<file path="src/hw/rtl/tlqe_pkg.sv">
// ----------------------------------------------------------------------------
// tlqe_pkg
// Shared types, widths and arithmetic helpers of the thick line quad expander.
// ----------------------------------------------------------------------------
package tlqe_pkg;

    localparam int COORD_BITS = 16;
    localparam int FRAC_BITS  = 4;

    // difference, magnitude and derived widths
    localparam int DW    = COORD_BITS + 1;
    localparam int RADW  = 2 * COORD_BITS + 2;
    localparam int REMW  = COORD_BITS + 3;
    localparam int DSHW  = COORD_BITS + 16;
    localparam int DNW   = COORD_BITS + 17;
    localparam int CNTW  = $clog2(COORD_BITS + 2);
    localparam int AW    = FRAC_BITS + 10;
    localparam int PW    = FRAC_BITS + 26;
    localparam int CW    = COORD_BITS + 3;

    localparam logic signed [CW-1:0] CMAX = CW'((64'sd1 <<< (COORD_BITS - 1)) - 64'sd1);
    localparam logic signed [CW-1:0] CMIN = CW'(-(64'sd1 <<< (COORD_BITS - 1)));

    typedef struct packed {
        logic signed [COORD_BITS-1:0] x_start;
        logic signed [COORD_BITS-1:0] y_start;
        logic signed [COORD_BITS-1:0] x_end;
        logic signed [COORD_BITS-1:0] y_end;
        logic [7:0]                   line_width;
        logic [7:0]                   red_in;
        logic [7:0]                   green_in;
        logic [7:0]                   blue_in;
        logic [7:0]                   alpha_in;
        logic                         final_line;
    } t_line_in;

    typedef struct packed {
        logic signed [COORD_BITS-1:0] vertex_x;
        logic signed [COORD_BITS-1:0] vertex_y;
        logic [7:0]                   red_out;
        logic [7:0]                   green_out;
        logic [7:0]                   blue_out;
        logic [7:0]                   alpha_out;
        logic [2:0]                   corner_index;
        logic                         last_vertex;
        logic                         batch_end;
    } t_vertex;

    // classified segment handed from front to back
    typedef struct packed {
        t_line_in             line;
        logic signed [DW-1:0] dx;
        logic signed [DW-1:0] dy;
    } t_seg;

    // round(q * (w + 1) * 2^FRAC_BITS / 2^16), half away from zero
    function automatic logic signed [AW-1:0] axial_off(input logic [15:0] q,
                                                      input logic        neg,
                                                      input logic [7:0]  w);
        logic [24:0]   prod;
        logic [PW-1:0] t;
        logic [AW-1:0] r;
        prod = q * ({1'b0, w} + 9'd1);
        t    = (PW'(prod) << FRAC_BITS) + PW'(32'd32768);
        r    = t[PW-1:16];
        return neg ? -$signed(r) : $signed(r);
    endfunction

    function automatic logic signed [COORD_BITS-1:0] sat_coord(
        input logic signed [CW-1:0] v);
        if (v > CMAX) begin
            return CMAX[COORD_BITS-1:0];
        end else if (v < CMIN) begin
            return CMIN[COORD_BITS-1:0];
        end
        return v[COORD_BITS-1:0];
    endfunction

    function automatic logic signed [CW-1:0] sext_c(
        input logic signed [COORD_BITS-1:0] v);
        return {{(CW-COORD_BITS){v[COORD_BITS-1]}}, v};
    endfunction

    function automatic logic signed [CW-1:0] sext_a(input logic signed [AW-1:0] v);
        return {{(CW-AW){v[AW-1]}}, v};
    endfunction

endpackage

</file>
<file path="src/hw/rtl/tlqe_front.sv">
// ----------------------------------------------------------------------------
// tlqe_front
// Accepts line transactions, forms the endpoint differences, drops
// zero-length lines and holds the rest in a two-entry queue.
// ----------------------------------------------------------------------------
module tlqe_front (
    input  logic              i_clk,
    input  logic              i_rst_n,
    input  logic              push,
    input  tlqe_pkg::t_line_in i_line,
    output logic              full,
    input  logic              i_seg_pop,
    output logic              o_seg_empty,
    output tlqe_pkg::t_seg    o_seg
);
    import tlqe_pkg::*;

    t_seg       r_slot [2];
    logic       r_wr, r_rd;
    logic [1:0] r_cnt;
    logic       n_wr, n_rd;
    logic [1:0] n_cnt;
    t_seg       seg_in;
    logic       acc, wr_en, rd_en;

    always_comb begin
        seg_in.line = i_line;
        seg_in.dx   = DW'(i_line.x_end) - DW'(i_line.x_start);
        seg_in.dy   = DW'(i_line.y_end) - DW'(i_line.y_start);
    end

    assign full        = (r_cnt == 2'd2);
    assign o_seg_empty = (r_cnt == 2'd0);
    assign o_seg       = r_slot[r_rd];
    assign acc         = push && !full;
    // drop zero-length lines here
    assign wr_en       = acc && ((seg_in.dx != '0) || (seg_in.dy != '0));
    assign rd_en       = i_seg_pop && !o_seg_empty;

    always_comb begin
        n_wr  = wr_en ? ~r_wr : r_wr;
        n_rd  = rd_en ? ~r_rd : r_rd;
        n_cnt = r_cnt + {1'b0, wr_en} - {1'b0, rd_en};
    end

    always_ff @(posedge i_clk) begin
        if (!i_rst_n) begin
            r_wr  <= 1'b0;
            r_rd  <= 1'b0;
            r_cnt <= 2'd0;
        end else begin
            r_wr  <= n_wr;
            r_rd  <= n_rd;
            r_cnt <= n_cnt;
        end
    end

    always_ff @(posedge i_clk) begin
        if (wr_en) begin
            r_slot[r_wr] <= seg_in;
        end
    end

`ifndef SYNTHESIS
    a_cnt_range: assert property (@(posedge i_clk) disable iff (!i_rst_n)
        r_cnt <= 2'd2) else $error("queue count out of range");
    a_ptr_match: assert property (@(posedge i_clk) disable iff (!i_rst_n)
        (r_cnt == 2'd1) |-> (r_wr != r_rd)) else $error("pointer mismatch");
    a_zero_drop: assert property (@(posedge i_clk) disable iff (!i_rst_n)
        (acc && seg_in.dx == '0 && seg_in.dy == '0 && !rd_en) |=>
        (r_cnt == $past(r_cnt))) else $error("zero-length line queued");
`endif

endmodule

</file>
<file path="src/hw/rtl/tlqe_back.sv">
// ----------------------------------------------------------------------------
// tlqe_back
// Computes length, unit direction and offsets of one segment with an
// iterative root and two shared-step dividers, then emits six vertices.
// ----------------------------------------------------------------------------
module tlqe_back (
    input  logic              i_clk,
    input  logic              i_rst_n,
    input  logic              i_seg_empty,
    input  tlqe_pkg::t_seg    i_seg,
    output logic              o_seg_pop,
    output logic              empty,
    input  logic              pop,
    output tlqe_pkg::t_vertex o_vertex
);
    import tlqe_pkg::*;

    localparam logic [2:0] S_IDLE = 3'd0;
    localparam logic [2:0] S_SQ   = 3'd1;
    localparam logic [2:0] S_ROOT = 3'd2;
    localparam logic [2:0] S_DIV  = 3'd3;
    localparam logic [2:0] S_AX   = 3'd4;
    localparam logic [2:0] S_EMIT = 3'd5;

    logic [2:0]             r_state;
    logic [CNTW-1:0]        r_cnt;
    logic [2:0]             r_k;
    t_seg                   r_seg;
    logic [DW-1:0]          r_mx, r_my;
    logic [RADW-1:0]        r_rad;
    logic [DW-1:0]          r_root;
    logic [REMW-1:0]        r_rem;
    logic [DSHW-1:0]        r_dsh;
    logic [DNW-1:0]         r_nx, r_ny;
    logic [15:0]            r_qx, r_qy;
    logic signed [AW-1:0]   r_ax, r_ay;
    logic                   r_ov;
    t_vertex                r_ovtx;

    logic [REMW+1:0]        rem_n, trial;
    logic                   bx, by, emit_go, at_start, nsign;
    logic signed [CW-1:0]   bxc, byc, vx, vy;
    t_vertex                vtx;

    assign o_seg_pop = (r_state == S_IDLE) && !i_seg_empty;
    assign empty     = !r_ov;
    assign o_vertex  = r_ovtx;
    assign emit_go   = (r_state == S_EMIT) && (!r_ov || pop);

    assign rem_n = {r_rem, r_rad[RADW-1 -: 2]};
    assign trial = {2'b00, r_root, 2'b01};
    assign bx    = (r_nx >= {1'b0, r_dsh});
    assign by    = (r_ny >= {1'b0, r_dsh});

    // corner k: end point and normal sign
    always_comb begin
        case (r_k)
            3'd0:    begin at_start = 1'b1; nsign = 1'b0; end
            3'd1:    begin at_start = 1'b1; nsign = 1'b1; end
            3'd2:    begin at_start = 1'b0; nsign = 1'b0; end
            3'd3:    begin at_start = 1'b1; nsign = 1'b1; end
            3'd4:    begin at_start = 1'b0; nsign = 1'b1; end
            default: begin at_start = 1'b0; nsign = 1'b0; end
        endcase
        bxc = at_start ? sext_c(r_seg.line.x_start) - sext_a(r_ax)
                       : sext_c(r_seg.line.x_end) + sext_a(r_ax);
        byc = at_start ? sext_c(r_seg.line.y_start) - sext_a(r_ay)
                       : sext_c(r_seg.line.y_end) + sext_a(r_ay);
        vx  = nsign ? bxc + sext_a(r_ay) : bxc - sext_a(r_ay);
        vy  = nsign ? byc - sext_a(r_ax) : byc + sext_a(r_ax);
        vtx.vertex_x     = sat_coord(vx);
        vtx.vertex_y     = sat_coord(vy);
        vtx.red_out      = r_seg.line.red_in;
        vtx.green_out    = r_seg.line.green_in;
        vtx.blue_out     = r_seg.line.blue_in;
        vtx.alpha_out    = r_seg.line.alpha_in;
        vtx.corner_index = r_k;
        vtx.last_vertex  = (r_k == 3'd5);
        vtx.batch_end    = (r_k == 3'd5) && r_seg.line.final_line;
    end

    always_ff @(posedge i_clk) begin
        if (!i_rst_n) begin
            r_state <= S_IDLE;
            r_cnt   <= '0;
            r_k     <= 3'd0;
            r_ov    <= 1'b0;
        end else begin
            if (emit_go) begin
                r_ov <= 1'b1;
            end else if (pop) begin
                r_ov <= 1'b0;
            end
            case (r_state)
                S_IDLE: begin
                    if (!i_seg_empty) begin
                        r_state <= S_SQ;
                    end
                end
                S_SQ: begin
                    r_cnt   <= CNTW'(COORD_BITS);
                    r_state <= S_ROOT;
                end
                S_ROOT: begin
                    r_cnt <= r_cnt - 1'b1;
                    if (r_cnt == '0) begin
                        r_cnt   <= CNTW'(15);
                        r_state <= S_DIV;
                    end
                end
                S_DIV: begin
                    r_cnt <= r_cnt - 1'b1;
                    if (r_cnt == '0) begin
                        r_state <= S_AX;
                    end
                end
                S_AX: begin
                    r_k     <= 3'd0;
                    r_state <= S_EMIT;
                end
                S_EMIT: begin
                    if (emit_go) begin
                        r_k <= r_k + 3'd1;
                        if (r_k == 3'd5) begin
                            r_state <= S_IDLE;
                        end
                    end
                end
                default: r_state <= S_IDLE;
            endcase
        end
    end

    always_ff @(posedge i_clk) begin
        if (emit_go) begin
            r_ovtx <= vtx;
        end
        case (r_state)
            S_IDLE: begin
                r_seg <= i_seg;
                r_mx  <= i_seg.dx[DW-1] ? DW'(-i_seg.dx) : DW'(i_seg.dx);
                r_my  <= i_seg.dy[DW-1] ? DW'(-i_seg.dy) : DW'(i_seg.dy);
            end
            S_SQ: begin
                r_rad  <= RADW'(r_mx * r_mx) + RADW'(r_my * r_my);
                r_root <= '0;
                r_rem  <= '0;
            end
            S_ROOT: begin
                // one root bit per step
                r_rad <= r_rad << 2;
                if (rem_n >= trial) begin
                    r_rem  <= REMW'(rem_n - trial);
                    r_root <= {r_root[DW-2:0], 1'b1};
                end else begin
                    r_rem  <= REMW'(rem_n);
                    r_root <= {r_root[DW-2:0], 1'b0};
                end
                if (r_cnt == '0) begin
                    r_nx <= DNW'({r_mx, 15'd0}) + DNW'(rem_n >= trial ?
                            {r_root[DW-2:0], 1'b1} : {r_root[DW-2:0], 1'b0}) / 2;
                    r_ny <= DNW'({r_my, 15'd0}) + DNW'(rem_n >= trial ?
                            {r_root[DW-2:0], 1'b1} : {r_root[DW-2:0], 1'b0}) / 2;
                    r_dsh <= {(rem_n >= trial) ? {r_root[DW-2:0], 1'b1}
                                               : {r_root[DW-2:0], 1'b0}, 15'd0};
                end
            end
            S_DIV: begin
                // one quotient bit per step on both axes
                if (bx) begin
                    r_nx <= r_nx - DNW'(r_dsh);
                end
                if (by) begin
                    r_ny <= r_ny - DNW'(r_dsh);
                end
                r_qx  <= {r_qx[14:0], bx};
                r_qy  <= {r_qy[14:0], by};
                r_dsh <= r_dsh >> 1;
            end
            S_AX: begin
                r_ax <= axial_off(r_qx, r_seg.dx[DW-1], r_seg.line.line_width);
                r_ay <= axial_off(r_qy, r_seg.dy[DW-1], r_seg.line.line_width);
            end
            default: ;
        endcase
    end

`ifndef SYNTHESIS
    a_corner: assert property (@(posedge i_clk) disable iff (!i_rst_n)
        (r_state == S_EMIT) |-> (r_k <= 3'd5)) else $error("corner out of range");
    a_hold: assert property (@(posedge i_clk) disable iff (!i_rst_n)
        (r_ov && !pop) |=> (r_ov && $stable(r_ovtx))) else $error("vertex lost");
    a_len: assert property (@(posedge i_clk) disable iff (!i_rst_n)
        (r_state == S_DIV) |-> (r_dsh != '0)) else $error("zero length at divide");
    a_last: assert property (@(posedge i_clk) disable iff (!i_rst_n)
        (r_ov && r_ovtx.last_vertex) |-> (r_ovtx.corner_index == 3'd5))
        else $error("last vertex mismatch");
`endif

endmodule

</file>
<file path="src/hw/rtl/thick_line_quad_expander_top.sv">
// ----------------------------------------------------------------------------
// thick_line_quad_expander_top
// Expands line segments into the six vertices of a square-capped quad.
// ----------------------------------------------------------------------------
// Each line transaction yields six vertex transactions (two triangles), or
// none for a zero-length line, which is dropped at the input. In the back
// end a line passes through one load, one square, COORD_BITS+1 root steps,
// 16 divide steps, one offset step and the emission of six vertices, which
// can stall while the output holds an unpopped vertex. A two-entry
// queue lets new lines enter while a line is computed and its vertices wait.
module thick_line_quad_expander_top (
    input  logic               i_clk,
    input  logic               i_rst_n,
    input  logic               push,
    input  tlqe_pkg::t_line_in i_line,
    output logic               full,
    output logic               empty,
    input  logic               pop,
    output tlqe_pkg::t_vertex  o_vertex
);
    import tlqe_pkg::*;

    logic seg_pop, seg_empty;
    t_seg seg;

    tlqe_front u_front (
        .i_clk       (i_clk),
        .i_rst_n     (i_rst_n),
        .push        (push),
        .i_line      (i_line),
        .full        (full),
        .i_seg_pop   (seg_pop),
        .o_seg_empty (seg_empty),
        .o_seg       (seg)
    );

    tlqe_back u_back (
        .i_clk       (i_clk),
        .i_rst_n     (i_rst_n),
        .i_seg_empty (seg_empty),
        .i_seg       (seg),
        .o_seg_pop   (seg_pop),
        .empty       (empty),
        .pop         (pop),
        .o_vertex    (o_vertex)
    );

endmodule
</file>
<file path="config.mk">
export PLATFORM = sky130hd
export DESIGN_NAME = thick_line_quad_expander_top
export DESIGN_NICKNAME = d
export VERILOG_FILES = /design/src/hw/rtl/tlqe_pkg.sv /design/src/hw/rtl/tlqe_front.sv /design/src/hw/rtl/tlqe_back.sv /design/src/hw/rtl/thick_line_quad_expander_top.sv
export SDC_FILE = /design/constraint.sdc
export NUM_CORES = 2
export LEC_CHECK = 0
export BUFFER_PORTS_ARGS = -buffer_cell sky130_fd_sc_hd__buf_2
export CAP_MARGIN = 25
export CELL_PAD_IN_SITES_DETAIL_PLACEMENT = 1
export CELL_PAD_IN_SITES_GLOBAL_PLACEMENT = 1
export CORE_MARGIN = 2
export CORE_UTILIZATION = 40
export DETAILED_ROUTE_END_ITERATION = 8
export PLACE_DENSITY = 0.67
export SYNTH_ARGS = -nofsm -noshare
export SYNTH_HDL_FRONTEND = slang
export SYNTH_SLANG_ARGS = --single-unit
</file>
<file path="constraint.sdc">
create_clock -name i_clk -period 12.5 [get_ports i_clk]
set_clock_uncertainty 0.2 [all_clocks]
set_input_delay 0.625 -clock i_clk [delete_from_list [all_inputs] [get_ports i_clk]]
set_output_delay 0.625 -clock i_clk [all_outputs]
set_load 0.01 [all_outputs]
</file>
## Word level (Yosys, flattened, before mapping)

Memories as Yosys holds them, arrays and structs flattened. A register that Yosys moved wholly into a read port is not among the register bits.
Cells that the tools add are included.

| word-level totals | value |
|---|---|
| output and inout bits | 71 |
| word-level logic and storage cells | 178 |
| memory bits (writable) | 278 |
| memories kept | 1 |
| flip-flop bits (word level) | 486 |
| input port bits | 109 |

Memories:

| name | words | bits a word | rd ports | clocked after memory_dff | wr ports | line | RTL |
|---|---|---|---|---|---|---|---|
| u_front.r_slot | 2 | 139 | 1 | 1 | 1 | tlqe_front.sv:18 | `t_seg r_slot [2];` |

| operators by class | value |
|---|---|
| bitwise gates (word level) | 2 |
| order comparisons | 7 |
| reductions and logical operators | 29 |
| $add $sub $neg | 27 |
| multiplexer cells | 49 |
| equal/unequal tests | 17 |
| multiply operators | 4 |

Operator list:

| operator | number |
|---|---|
| $mux 33 | 4 |
| $pmux 33 s2 | 2 |
| $mux 16 | 8 |
| $mux 19 | 5 |
| $mul 17x17->34 | 2 |
| $pmux 34 s2 | 1 |
| $add 32x16->33 | 2 |
| $ge 33x32->1 | 2 |
| $sub 33x32->33 | 2 |
| $pmux 32 s2 | 1 |
| $add 29x16->30 const B | 2 |
| $mul 16x25->25 | 2 |
| $add 19x14->19 | 2 |
| $gt 19x16->1 const B | 2 |
| $lt 19x16->1 const B | 2 |
| $pmux 19 s2 | 1 |
| $sub 19x14->19 | 2 |
| $add 16x14->17 | 2 |
| $add 34x34->34 | 1 |
| $neg 17->17 | 2 |
| $pmux 17 s2 | 1 |
| $reduce_bool 17->1 | 2 |
| $sub 16x14->17 | 2 |
| $sub 16x16->17 | 2 |
| other kinds (35) | 81 |

## Longest topological paths before layout

| logic depth | value |
|---|---|
| depth after elaboration | 10 |
| gate-level depth with buffers | 32 |
| mapped depth without buffers | 31 |

## Cells and area by module

From an unflattened synthesis, not the netlist that was laid out.

| unflattened totals | value |
|---|---|
| cell total of the unflattened synthesis | 6104 |
| area total of the unflattened synthesis | 64425.5 um^2 |

Modules (own cells, without submodules):

| module | cells each | times used | sequential area each (um^2) | area each (um^2) |
|---|---|---|---|---|
| tlqe_back | 5346 | 1 | 13392.8 | 52217.6 |
| tlqe_front | 758 | 1 | 8448.1 | 12208.0 |

## Worst setup path before layout

OpenSTA, ideal clock, no wires.

| path | value |
|---|---|
| kind | register -> register |
| start | register u_back.r_state[2] |
| end | register u_front.r_cnt[1] |
| buffers on the path | 1 |
| library setup time | 0.128 ns |
| required time | 12.172 ns |
| path slack | 0.674 ns |
| clock period less this slack | 11.826 ns |
| cell stages (with the launch flop) | 10 |
| data arrival time | 11.499 ns |
| path through | dfxtp_1 > clkbuf_1 > nor3_1 > a21boi_0 > ha_1 > inv_1 > ha_1 > xnor2_1 > xnor2_1 > nor2_1 |

| between the ends | value |
|---|---|
| longest elaborated chain between the ends | 4 |

RTL lines:

| what | line | RTL |
|---|---|---|
| start: declaration | tlqe_back.sv:25 | `logic [2:0] r_state;` |
| start signal: assignment | tlqe_back.sv:84 | `r_state <= S_IDLE;` |
| start signal: assignment | tlqe_back.sv:97 | `r_state <= S_SQ;` |
| start signal: assignment | tlqe_back.sv:102 | `r_state <= S_ROOT;` |
| $logic_not 3->1 | tlqe_back.sv:45 | `assign o_seg_pop = (r_state == S_IDLE) && !i_seg_empty;` |
| $logic_and 1x1->1 | tlqe_back.sv:45 |  |
| $logic_and 1x1->1 | tlqe_front.sv:38 | `assign rd_en = i_seg_pop && !o_seg_empty;` |
| net u_front.rd_en | tlqe_front.sv:24 | `logic acc, wr_en, rd_en;` |
| $sub 2x1->2 | tlqe_front.sv:43 | `n_cnt = r_cnt + {1'b0, wr_en} - {1'b0, rd_en};` |
| end signal: assignment | tlqe_front.sv:54 | `r_cnt <= n_cnt;` |
| end: declaration | tlqe_front.sv:20 | `logic [1:0] r_cnt;` |

The timed path passes the listed nets, and every way through them passes these cells.
A chain may end at the register's enable or synchronous reset.

## Worst setup path after layout

| path | value |
|---|---|
| start | register u_back.r_mx[10] |
| end | register u_back.r_rad[32] (data pin) |

| between the ends | value |
|---|---|
| longest elaborated chain between the ends | 3 |

RTL lines:

| what | line | RTL |
|---|---|---|
| start: declaration | tlqe_back.sv:29 | `logic [DW-1:0] r_mx, r_my;` |
| start signal: assignment | tlqe_back.sv:141 | `r_mx <= i_seg.dx[DW-1] ? DW'(-i_seg.dx) : DW'(i_seg.dx);` |
| $mul 17x17->34 | tlqe_back.sv:145 | `r_rad <= RADW'(r_mx * r_mx) + RADW'(r_my * r_my);` |
| $add 34x34->34 | tlqe_back.sv:145 |  |
| $pmux 34 s2 | tlqe_back.sv:138 | `case (r_state)` |
| end signal: assignment | tlqe_back.sv:145 |  |
| end signal: assignment | tlqe_back.sv:151 | `r_rad <= r_rad << 2;` |
| end: declaration | tlqe_back.sv:30 | `logic [RADW-1:0] r_rad;` |

No other way between the ends.

==> results.ini <==
[logic_synthesis]
yosysTopAreaCellShare=0.3329
synth_edf_count=716
synth_nets=7420
synth.cell_area_um2=64590
yosysSeqAreaShare=0.3381
synthCells=6145
ys_types=90
yosysWarnings=0
synth-main-ff-cell=edfxtp_1
syn_avg_cell_area_um2=10.51
synth_seq_cells=733
synth.area.top_cells=edfxtp_1, fa_1, ha_1, inv_1, xnor2_1
netlist.top_cell.by_area=edfxtp_1
async_reset_ff_frac=0

[setup_path]
critPathRequiredTime_ns=12.74
path_delay_family=adder cells
crit_fanout=12
slowest_delay_ns=0.73
cp-end-kind=register
path_common_cell=fa_1
regToRegSetupSlack_ns=2.88
rr_startpoint=u_back.r_mx[10]
arrival_ns=9.86
worstRegToRegCells=28
crit_start=u_back.r_mx[10]
cp_slowest_cell=a221oi_1
critPathBufInv=6
r2r_end=u_back.r_rad[32]
crit_path_start_kind=register
critical_path_class=reg2reg

[global_routing]
track_usage=0.2235
overflow=0
grt_pass1_vias=49960
grt_antenna_before_repair=7
grt_pass1_wl_um=285500
grt_max_degree=141

[routing]
ant_nets=0
via_per_inst=5.222
dr.pass1.iters=5
routed_wl_um=180900
vias=45060
first_iter_violations=2212
wl_per_cell_um=20.96
drc=0

[floorplanning]
start_util=0.4027
coreArea_um2=160400
io_pins=180
die_area_um2=164700
die_y_um=405.9
std_cell_rows=147
die_x_um=405.9

[clock_network]
cts-root-buf=clkbuf_16
hold_buffers=104
cts_resized=0
clkSlewWorstSetupHoldPaths_ns=0.07
clock_sink_count=733
htree_levels=3
cts_buffer_depth=3
insertion_delay_ns=0.76
postCtsSetupBuffers=0
cts_buffers=88
cts_tree=done

[placement]
portBuffers=179
dpl_cell_area_um2=68100
hpwl_um=139300
placedCellCount=8359
finalWeightedCongestion=0.8849

[sta]
period_share=0.7694
rsz0062_at_grt=no
setup_tns_ns=0
period_needed_ns=9.618
final_hold_viol_count=0
drv_slew=0
max_freq_ghz=0.1040
setup-violations-final=0
tightest_slew_ns=0.9989
slew_headroom=0.3341

[status]
outcome=completed

[min_path]
min_path_cells=1
hp-class=in2reg
hp-start=i_line[101]
hold_end=u_front.r_slot[0][135]

[cells_and_area]
drive_gt1_frac=0.08478
fin_nets=7670
final_common_cell=inv_1
fill_cells=17760
design_area_um2=72100
final_cell_mix=inv_1, edfxtp_1, fa_1, ha_1, nand2_1
finalNonFillerCells=8629
area_growth_pct=11.62

[run]
cap_violations=0

## registers in the layout (all words and copies together) (netlist names), 16 cells and up, named ones only
register         flops
u_back.o_vertex     69
u_back.r_dsh        32
u_back.r_mx         17
u_back.r_my         17
u_back.r_nx         33
u_back.r_ny         33
u_back.r_qx         16
u_back.r_qy         16
u_back.r_rad        34
u_back.r_rem        19
u_back.r_root       17
u_back.r_seg       107
u_front.r_slot     278
## cells by family (layout without fill, tap and decap cells)
group / Yosys count / after routing / share of synthesized area
other cells: 0 / 5 / 0
flops: 733 / 733 / 0.3381
buf+inv: 1225 / 1544 / 0.07119
compound gates: 936 / 936 / 0.09426
fa+ha+maj: 1166 / 1166 / 0.3020
simple gates: 1574 / 1574 / 0.1196
xor+xnor: 359 / 359 / 0.04908
mux: 152 / 152 / 0.02572
## stage by stage
| stage | worst slack [ns] | util | hold slack [ns] |
|---|---|---|---|
| after global routing | 2.451 | 0.4495 | 0.02526 |
| final | 2.882 | 0.4496 | 0.04975 |
| after floorplan | 0.6738 | - | 0.2003 |
| after CTS | 2.988 | 0.4493 | 0.004032 |
| after detailed placement | 3.035 | 0.4246 | 0.2056 |
| after global placement | 3.085 | 0.4245 | 0.2011 |
## synth_stat cells, drive strengths merged, types with 32 or more instances
cell	n
a21boi	32
a21o	102
a21oi	222
and2	285
clkbuf	164
edfxtp	716
fa	655
ha	511
inv	1043
mux2	112
mux2i	40
nand2	507
nand2b	91
nand3	72
nor2	322
nor2b	48
nor3	74
o21a	45
o21ai	242
o21bai	42
o31ai	45
xnor2	234
xor2	125
## worst max-delay path by stage
stage                       end  slack, ns  cells after the start
3_5_place_dp   u_back.r_rad[32]       3.04                     28
3_3_place_gp   u_back.r_rad[32]       3.09                     26
6_report       u_back.r_rad[32]       2.88                     28
2_1_floorplan  u_front.r_cnt[1]       0.67                      9
5_1_grt        u_back.r_rad[32]       2.45                     28
4_1_cts        u_back.r_rad[32]       2.99                     28
## worst register-to-register path: cells and delay by family (launching register included)
| family | cells | cell delay [ns] |
|---|---|---|
| xor gates and xnor gates | 1 | 0.17 |
| DFF | 1 | 0.68 |
| adders and majority gates | 9 | 3.98 |
| buffers and inverters | 6 | 0.99 |
| and+or+nand+nor | 1 | 0.37 |
| AOI/OAI and AO/OA | 11 | 2.95 |
## layout make-up
| type | count | area [µm²] | area share |
|---|---|---|---|
| multi-input combinational | 4187 | 38300 | 0.5312 |
| sequential | 733 | 21840 | 0.3030 |
| inverter | 1047 | 3930 | 0.05451 |
| tap | 2160 | 2703 | 0.03748 |
| timing repair buffer | 338 | 2392 | 0.03318 |
| clock buffer | 102 | 2255 | 0.03127 |
| clock inverter | 57 | 666.9 | 0.009249 |
| antenna | 5 | 12.51 | 0.0001735 |
## routing by layer
metal / vias up / global-route usage / share of wire / routed length (µm)
met3: 214 / 0.02362 / 0.036 / 6585
li1: 20950 / - / - / -
met4: 2 / 0.06385 / 0.027 / 4957
met1: 23170 / 0.2875 / 0.43 / 77500
met2: 724 / 0.3969 / 0.51 / 91820
met5: - / 0 / 0.000072 / 13
Power is left out: the tool's default activity adds up to more than one toggle a clock period on the data nets, which glitch-free logic cannot reach.
